--- src/scp_pkg.sv ---
// package: geometry constants, result codes and shared types of the sector request planner
`timescale 1ns / 1ps

package scp_pkg;

  // disk geometry
  localparam int SECTORS_PER_TRACK = 18;
  localparam int HEAD_COUNT        = 2;
  localparam int TOTAL_SECTORS     = 2880;
  localparam int SECTOR_BYTES      = 512;
  localparam int MAX_RUN           = 64;

  localparam int PER_CYL      = SECTORS_PER_TRACK * HEAD_COUNT;
  localparam int SECTOR_SHIFT = $clog2(SECTOR_BYTES);
  localparam int LBA_W        = $clog2(TOTAL_SECTORS);
  localparam int IDX_W        = $clog2(PER_CYL);
  localparam int CNT_W        = $clog2(MAX_RUN + 1);

  // reciprocal of sectors per cylinder, exact for every lba below 2**LBA_W
  localparam int RECIP_SHIFT = LBA_W + IDX_W;
  localparam int RECIP_MULT  = ((2 ** RECIP_SHIFT) + PER_CYL - 1) / PER_CYL;

  // result field widths
  localparam int STATUS_W = 3;
  localparam int CYL_W    = 7;
  localparam int SEC_W    = 5;
  localparam int BOFF_W   = 15;

  // result status codes
  localparam logic [STATUS_W-1:0] ST_OK         = 3'd0;
  localparam logic [STATUS_W-1:0] ST_READ_ONLY  = 3'd1;
  localparam logic [STATUS_W-1:0] ST_BAD_OFFSET = 3'd2;
  localparam logic [STATUS_W-1:0] ST_BAD_LENGTH = 3'd3;
  localparam logic [STATUS_W-1:0] ST_RANGE      = 3'd4;

  typedef struct packed {
    logic        is_write;
    logic [31:0] byte_offset;
    logic [31:0] byte_length;
  } in_item_t;

  typedef struct packed {
    logic [STATUS_W-1:0] status;
    logic [CYL_W-1:0]    cylinder_number;
    logic                head_number;
    logic [SEC_W-1:0]    sector_number;
    logic [BOFF_W-1:0]   buffer_offset;
    logic                from_zero_copy;
    logic                fetch_needed;
    logic                save_zero_copy;
    logic                last;
  } out_item_t;

  // controller to datapath
  typedef struct packed {
    logic capture;   // take the request into the request register
    logic div_start; // load the start cylinder and the sector count
    logic div_step;  // load the sector index inside the start cylinder
    logic emit;      // load one sector result and advance
    logic err_load;  // load the single error result
  } ctl_cmd_t;

  // datapath to controller
  typedef struct packed {
    logic [STATUS_W-1:0] status;      // outcome of the request checks
    logic                last_sector; // the sector about to go out ends the run
    logic                out_free;    // output register can take a result
  } ctl_sts_t;

endpackage

--- src/scp_ctrl.sv ---
// controller: request sequencing state machine
`timescale 1ns / 1ps

module scp_ctrl import scp_pkg::*; (
  input  logic     clk,
  input  logic     rst_n,
  input  logic     in_valid,
  output logic     in_stall,
  input  ctl_sts_t sts,
  output ctl_cmd_t cmd
);

  typedef enum logic [2:0] {
    S_IDLE,
    S_CHECK,
    S_ERROR,
    S_DIVIDE,
    S_EMIT
  } state_t;

  state_t              state_r, state_nxt;
  logic                in_stall_r;

  assign in_stall = in_stall_r;

  always_comb begin
    state_nxt = state_r;
    cmd       = '0;
    unique case (state_r)
      S_IDLE: begin
        if (in_valid && !in_stall_r) begin
          cmd.capture = 1'b1;
          state_nxt   = S_CHECK;
        end
      end
      S_CHECK: begin
        if (sts.status != ST_OK) begin
          state_nxt = S_ERROR;
        end else begin
          cmd.div_start = 1'b1;
          state_nxt     = S_DIVIDE;
        end
      end
      S_ERROR: begin
        if (sts.out_free) begin
          cmd.err_load = 1'b1;
          state_nxt    = S_IDLE;
        end
      end
      S_DIVIDE: begin
        cmd.div_step = 1'b1;
        state_nxt    = S_EMIT;
      end
      S_EMIT: begin
        if (sts.out_free) begin
          cmd.emit = 1'b1;
          if (sts.last_sector) begin
            state_nxt = S_IDLE;
          end
        end
      end
      default: state_nxt = S_IDLE;
    endcase
  end

  always_ff @(posedge clk) begin
    if (!rst_n) begin
      state_r    <= S_IDLE;
      in_stall_r <= 1'b0;
    end else begin
      state_r    <= state_nxt;
      in_stall_r <= (state_nxt != S_IDLE);
    end
  end

endmodule

--- src/scp_datapath.sv ---
// datapath: request checks, lba divider, sector walk, cache tracking and output register
`timescale 1ns / 1ps

module scp_datapath import scp_pkg::*; (
  input  logic      clk,
  input  logic      rst_n,
  input  in_item_t  in_item,
  input  ctl_cmd_t  cmd,
  output ctl_sts_t  sts,
  output logic      out_valid,
  output out_item_t out_item,
  input  logic      out_stall
);

  in_item_t          req_r;
  logic [LBA_W-1:0]  quo_r;   // cylinder of the current sector
  logic [IDX_W-1:0]  rem_r;   // sector index inside the cylinder
  logic [CNT_W-1:0]  left_r;
  logic [CYL_W-1:0]  cached_cyl_r;
  logic              cache_valid_r;
  logic              zero_valid_r;
  logic              out_valid_r;
  out_item_t         out_r;

  // request checks
  logic [31:0]         lba_full, cnt_full;
  logic [32:0]         end_sum;
  logic [STATUS_W-1:0] status;

  always_comb begin
    lba_full = req_r.byte_offset >> SECTOR_SHIFT;
    cnt_full = req_r.byte_length >> SECTOR_SHIFT;
    end_sum  = {1'b0, lba_full} + {1'b0, cnt_full};
    if (req_r.is_write) begin
      status = ST_READ_ONLY;
    end else if ((req_r.byte_offset % SECTOR_BYTES) != 32'd0) begin
      status = ST_BAD_OFFSET;
    end else if ((req_r.byte_length % SECTOR_BYTES) != 32'd0) begin
      status = ST_BAD_LENGTH;
    end else if (cnt_full == 32'd0 || cnt_full > 32'(MAX_RUN) ||
                 lba_full >= 32'(TOTAL_SECTORS) || end_sum > 33'(TOTAL_SECTORS)) begin
      status = ST_RANGE;
    end else begin
      status = ST_OK;
    end
  end

  // start cylinder by reciprocal multiply, sector index by multiply and subtract next cycle
  logic [LBA_W+RECIP_SHIFT-1:0] recip_prod;
  logic [LBA_W-1:0]             cyl_quo;
  logic [IDX_W-1:0]             cyl_rem;

  always_comb begin
    recip_prod = (LBA_W+RECIP_SHIFT)'(lba_full[LBA_W-1:0]) *
                 (LBA_W+RECIP_SHIFT)'(RECIP_MULT);
    cyl_quo    = LBA_W'(recip_prod >> RECIP_SHIFT);
    cyl_rem    = IDX_W'(lba_full[LBA_W-1:0] - quo_r * LBA_W'(PER_CYL));
  end

  // current sector fields
  logic             head;
  logic [IDX_W-1:0] sec_idx;
  logic [CYL_W-1:0] cyl;
  logic             cyl_zero;
  logic             fetch;
  out_item_t        cur;
  out_item_t        err_item;

  always_comb begin
    head     = (rem_r >= IDX_W'(SECTORS_PER_TRACK));
    sec_idx  = head ? rem_r - IDX_W'(SECTORS_PER_TRACK) : rem_r;
    cyl      = CYL_W'(quo_r);
    cyl_zero = (cyl == '0);
    fetch    = cyl_zero ? !zero_valid_r : (!cache_valid_r || cached_cyl_r != cyl);
    cur                 = '0;
    cur.status          = ST_OK;
    cur.cylinder_number = cyl;
    cur.head_number     = head;
    cur.sector_number   = SEC_W'(sec_idx + 1'b1);
    cur.buffer_offset   = BOFF_W'(32'(rem_r) << SECTOR_SHIFT);
    cur.from_zero_copy  = cyl_zero;
    cur.fetch_needed    = fetch;
    cur.save_zero_copy  = cyl_zero && !zero_valid_r;
    cur.last            = (left_r == CNT_W'(1));
    err_item            = '0;
    err_item.status     = status;
    err_item.last       = 1'b1;
  end

  assign sts.status      = status;
  assign sts.last_sector = (left_r == CNT_W'(1));
  assign sts.out_free    = !out_valid_r || !out_stall;

  assign out_valid = out_valid_r;
  assign out_item  = out_r;

  // payload registers
  always_ff @(posedge clk) begin
    if (cmd.capture) begin
      req_r <= in_item;
    end
    if (cmd.div_start) begin
      quo_r  <= cyl_quo;
      rem_r  <= '0;
      left_r <= CNT_W'(cnt_full);
    end else if (cmd.div_step) begin
      rem_r <= cyl_rem;
    end else if (cmd.emit) begin
      left_r <= left_r - 1'b1;
      if (rem_r == IDX_W'(PER_CYL - 1)) begin
        rem_r <= '0;
        quo_r <= quo_r + 1'b1;
      end else begin
        rem_r <= rem_r + 1'b1;
      end
    end
    if (cmd.emit) begin
      out_r <= cur;
    end else if (cmd.err_load) begin
      out_r <= err_item;
    end
  end

  // cache tracking and output valid
  always_ff @(posedge clk) begin
    if (!rst_n) begin
      cached_cyl_r  <= '0;
      cache_valid_r <= 1'b0;
      zero_valid_r  <= 1'b0;
      out_valid_r   <= 1'b0;
    end else begin
      if (cmd.emit) begin
        if (cyl_zero) begin
          if (!zero_valid_r) begin
            zero_valid_r  <= 1'b1;
            cached_cyl_r  <= '0;
            cache_valid_r <= 1'b1;
          end
        end else begin
          cached_cyl_r  <= cyl;
          cache_valid_r <= 1'b1;
        end
      end
      if (cmd.emit || cmd.err_load) begin
        out_valid_r <= 1'b1;
      end else if (!out_stall) begin
        out_valid_r <= 1'b0;
      end
    end
  end

endmodule

--- src/sector_request_chs_planner_core.sv ---
// top level: sector request planner, read-only floppy lba to cylinder/head/sector mapping
// a request is taken, then checked while a reciprocal multiply gives the start cylinder,
// then a multiply and subtract gives the sector index inside that cylinder
// the first sector item is loaded after the check and divide states, then one a cycle
// while the output is free (count <= 64); the input is stalled until the last is loaded;
// an error item is loaded once the output is free; reset empties the output and both caches
`timescale 1ns / 1ps

module sector_request_chs_planner_core import scp_pkg::*; (
  input  logic      clk,
  input  logic      rst_n,
  // request channel
  input  logic      in_valid,
  output logic      in_stall,
  input  in_item_t  in_item,
  // result channel
  output logic      out_valid,
  input  logic      out_stall,
  output out_item_t out_item
);

  // command and status between the sequencer and the datapath
  ctl_cmd_t cmd;
  ctl_sts_t sts;

  // sequencer: idle, check, error or divide then emit one sector per free output slot
  scp_ctrl u_ctrl (
    .clk      (clk),
    .rst_n    (rst_n),
    .in_valid (in_valid),
    .in_stall (in_stall),
    .sts      (sts),
    .cmd      (cmd)
  );

  // datapath: checks, divider, sector walk, cache flags, output register
  scp_datapath u_datapath (
    .clk       (clk),
    .rst_n     (rst_n),
    .in_item   (in_item),
    .cmd       (cmd),
    .sts       (sts),
    .out_valid (out_valid),
    .out_item  (out_item),
    .out_stall (out_stall)
  );

endmodule
--- config.mk ---
export PLATFORM = sky130hd
export DESIGN_NAME = sector_request_chs_planner_core
export DESIGN_NICKNAME = d
export VERILOG_FILES = /design/src/scp_pkg.sv /design/src/scp_ctrl.sv /design/src/scp_datapath.sv /design/src/sector_request_chs_planner_core.sv
export SDC_FILE = /design/constraint.sdc
export NUM_CORES = 1
export LEC_CHECK = 0
export BUFFER_PORTS_ARGS = -buffer_cell sky130_fd_sc_hd__buf_4
export CORE_MARGIN = 2
export CORE_UTILIZATION = 37
export CTS_CLUSTER_SIZE = 8
export DETAILED_ROUTE_END_ITERATION = 16
export GPL_ROUTABILITY_DRIVEN = 0
export PLACE_DENSITY = 0.53
export SLEW_MARGIN = 20
export SYNTH_ARGS = -nofsm -noshare
export SYNTH_HDL_FRONTEND = slang
export SYNTH_SLANG_ARGS = --single-unit
--- constraint.sdc ---
create_clock -name clk -period 10.03 [get_ports clk]
set_clock_uncertainty 0.15 [all_clocks]
set_input_delay 2.5075 -clock clk [delete_from_list [all_inputs] [get_ports clk]]
set_output_delay 2.5075 -clock clk [all_outputs]
set_load 0.01 [all_outputs]
==> reports/summary.txt <==
Largest net degree at the start of global routing: 35
Met2 Track Usage GR: 25.0%
Initial antenna violation count: 0
Setup crit start kind: flip-flop
Num Clock Sinks: 125
Setup crit start: u_datapath.lba_full[4]
Setup slack, reg-to-reg: 4600 ps
FF-to-FF Start: u_datapath.lba_full[4]
Setup-failing EPs final: 0
DR pass1 iterations: 5
Post-synthesis compound-gate area fraction: 11.1%
Area growth syn-to-layout: 18.6%
Worst Slack Setup Final: 4600 ps
Final net count: 1137
Rows: 56
# hold bufs at CTS: 0
Worst slack, placed: 4560 ps
Initial cell density of the core: 37.7%
# IOs: 106
Final non-filler cell total: 1256
Synth area leader: edfxtp_1
Power per cell area: 217 nW/µm²
Root Buffer: clkbuf_16
Global-route usage over all layers: 16.4%
FF-to-FF End: u_datapath.quo_r[5]
Worst-margin pin slew: 835 ps
Post-Synth Adder-Cell Area: 23.2%
Core area: 23400 µm²
Worst skew pair latency: 420 ps
Gate power share: 40.4%
Final ANT Viol Nets: 0
Final Hold Viols: 0
Post-synthesis xor/xnor area fraction: 4.57%
CP Class: flip-flop to flip-flop
Top fanout value on the critical path: 7
CP Data Required Time: 10030 ps
Top_reg_cell synth: edfxtp_1
Clock transition at path regs: 70 ps
Dpl cells: 1224
Synth top area cells: edfxtp_1 35%, ha_1 16%, fa_1 7.3%
Met1 Use GR: 23.2%
Initial DRC Count: 353
DIE AREA: 25100 µm²
DRC errors left: 0
Post-synthesis sequential area ratio: 40.0%
Pleak: 4.51 nW
Die Y: 158 µm
CP Capture Point: u_datapath.quo_r[5]
Yosys reg bits: 125
Synthesized area per cell: 10.6 µm²
Antenna Cells: 0
Period utilisation layout: 54.2%
Total grt overflow: 0
Fin crit period: 5430 ps
Port bufs: 96
Post-synth ARST share: 0%
Normalized max-slew margin: 44.2%
First-pass GRT wire length: 31.4 mm
CTS resizes: 0
Vias in the first global route: 5898
Synth Instances: 831
Sw Pwr: 806 µW
Max-cap violations: 0
RSZ-0062 raised after global routing: false
TritonCTS clock tree: built
Worst Hold Class: flip-flop to flip-flop
Crit end category: flip-flop
Cell area after synthesis: 8810 µm²
Warnings, synthesis: 0
Sw Share: 35.5%
Multiplexer area fraction after synthesis: 2.44%
Number of synthesized flops with an enable pin: 102
Total number of vias: 6192
Dpl hpwl: 15.5 mm
DR WL/cell: 15.8 µm
Setup bufs post-CTS: 0
H-tree depth: 4
Maximum vdd ir drop: 110 µV
Pins Over Slew Limit: 0
Layout cells sized above 1: 15.3%
Share of the synthesized area in the top cell type: 34.8%
Die W: 158 µm
Synth Area in Simple Gates: 12.9%
Unique masters post-synth: 71
F_max: 184 MHz
Clock share of power: 30.8%
Main combinational cell family by area after synthesis: adder cells
Met3 usage: 3.70%
Internal power: 1.46 mW
Critical path arrival: 5430 ps
Sequential share of power: 28.8%
Outcome: finished, final reports clean
Worst reg-to-reg path cell count: 17
Post-Route WL: 19.9 mm
Total Power: 2.27 mW
Setup_tns: 0 ps
Busiest grt layer: met2
Via density: 4.93
TritonCTS Buffers: 17
Clk buf depth: 2
-- area by class of cell --
cell class                      count  area (µm²)
Timing Repair Buffer               97         728
Fill cell                        2317       12900
Tap cell                          319         399
Clock inverter                     15         234
Inverter                           89         334
Clock buffer                       17         425
Multi-Input combinational cell    594        4810
Sequential cell                   125        3520
-- worst max-delay path, cell delays in order (launching register included) --
cell and delay [ps]:
edfxtp_1 560, fa_1 540, ha_1 340, inv_1 70, fa_1 540, inv_1 50, fa_1 450, ha_1 310
ha_1 350, a21o_1 170, a21o_1 170, a221o_1 340, a41oi_1 240, nor2b_1 100, o31a_1 290, o31ai_1 240
xor2_1 180, mux2i_1 80
-- stage by stage --
stage               instance area (µm²)  hold WS [ps]  utilization (%)
floorplan                          8840           308                -
global placement                   9790           284             41.8
detailed placement                 9790           289             41.8
CTS                               10500           298             44.7
global route                      10500           320             44.7
finish                            10500           296             44.7
-- synth_stat cells (8+ instances only) --
master,instances
ha_1,112
edfxtp_1,102
inv_1,89
nor2_1,65
nand2_1,48
a21oi_1,38
fa_1,32
xnor2_1,31
o21ai_0,26
dfxtp_1,23
nor3_1,20
clkbuf_1,16
nand3_1,16
nor4_1,15
xor2_1,15
and2_1,14
a21o_1,13
mux2i_1,11
nand4_1,11
o21a_1,11
buf_4,10
nor2b_1,9
and3_1,8
-- flip-flops by register name, summed over array words and instances, names as in the netlist --
signal,cells
u_datapath.out_item,26
u_datapath.cnt_full,23
u_datapath.lba_full,23
u_datapath.req_r,19
u_datapath.cached_cyl_r,7
u_datapath.left_r,7
u_datapath.quo_r,7
u_datapath.rem_r,6
u_ctrl.state_r,3
u_ctrl.in_stall,1
u_datapath.cache_valid_r,1
u_datapath.out_valid,1
u_datapath.zero_valid_r,1
-- routing by layer --
layer	wire [µm]	part of all wire (%)
met4	430	2.2
met2	8870	45
met1	9740	49
met5	0	0
met3	849	4.3
-- cell usage in the layout, fill, tap and decap left out, types with 5 or more instances in the layout --
master / instances
inv_1: 88
a21o_1: 13
clkbuf_16: 17
o21a_1: 11
and3_1: 8
a31oi_1: 7
nand3_1: 16
nor4_1: 15
o31ai_1: 7
nor2_1: 65
bufinv_16: 5
mux2i_1: 11
a21oi_1: 38
and2_1: 14
dfxtp_1: 23
o211ai_1: 6
o21ai_0: 26
a211oi_1: 6
xor2_1: 15
nand2b_1: 6
nor3_1: 20
nor2b_1: 9
buf_4: 97
conb_1: 9
fa_1: 32
nand4_1: 11
ha_1: 112
nand2_1: 48
edfxtp_1: 102
xnor2_1: 31
-- cell families (layout without fill, tap and decap cells) --
group / after synthesis / after routing
xor gates and xnor gates: 46 / 46
DFF: 125 / 125
and+or+nand+nor: 229 / 229
other: 1 / 9
AOI/OAI and AO/OA: 147 / 147
adders and majority gates: 144 / 144
buffers and inverters: 120 / 218
muxes: 19 / 19
-- power groups by stage --
stage	clock, mW	combinational (mW)	sequential [mW]
floorplan	0	0.697	0.645
global placement	0	0.915	0.663
detailed placement	0	0.913	0.664
CTS	0.721	0.922	0.653
global route	0.743	1.06	0.660
finish	0.699	0.915	0.653
-- worst min-delay path by stage --
stage | startpoint | to | slack [ps] | cells after the start
after floorplan | u_datapath.cache_valid_r | u_datapath.cache_valid_r | 310 | 2
after global placement | u_datapath.out_item[33] | u_datapath.out_item[33] | 280 | 2
after detailed placement | u_datapath.out_item[33] | u_datapath.out_item[33] | 290 | 2
after CTS | u_datapath.out_item[33] | u_datapath.out_item[33] | 300 | 2
after global routing | u_datapath.out_item[33] | u_datapath.out_item[33] | 320 | 2
final | u_datapath.out_item[33] | u_datapath.out_item[33] | 300 | 2
(Power assumes the default switching activity.)
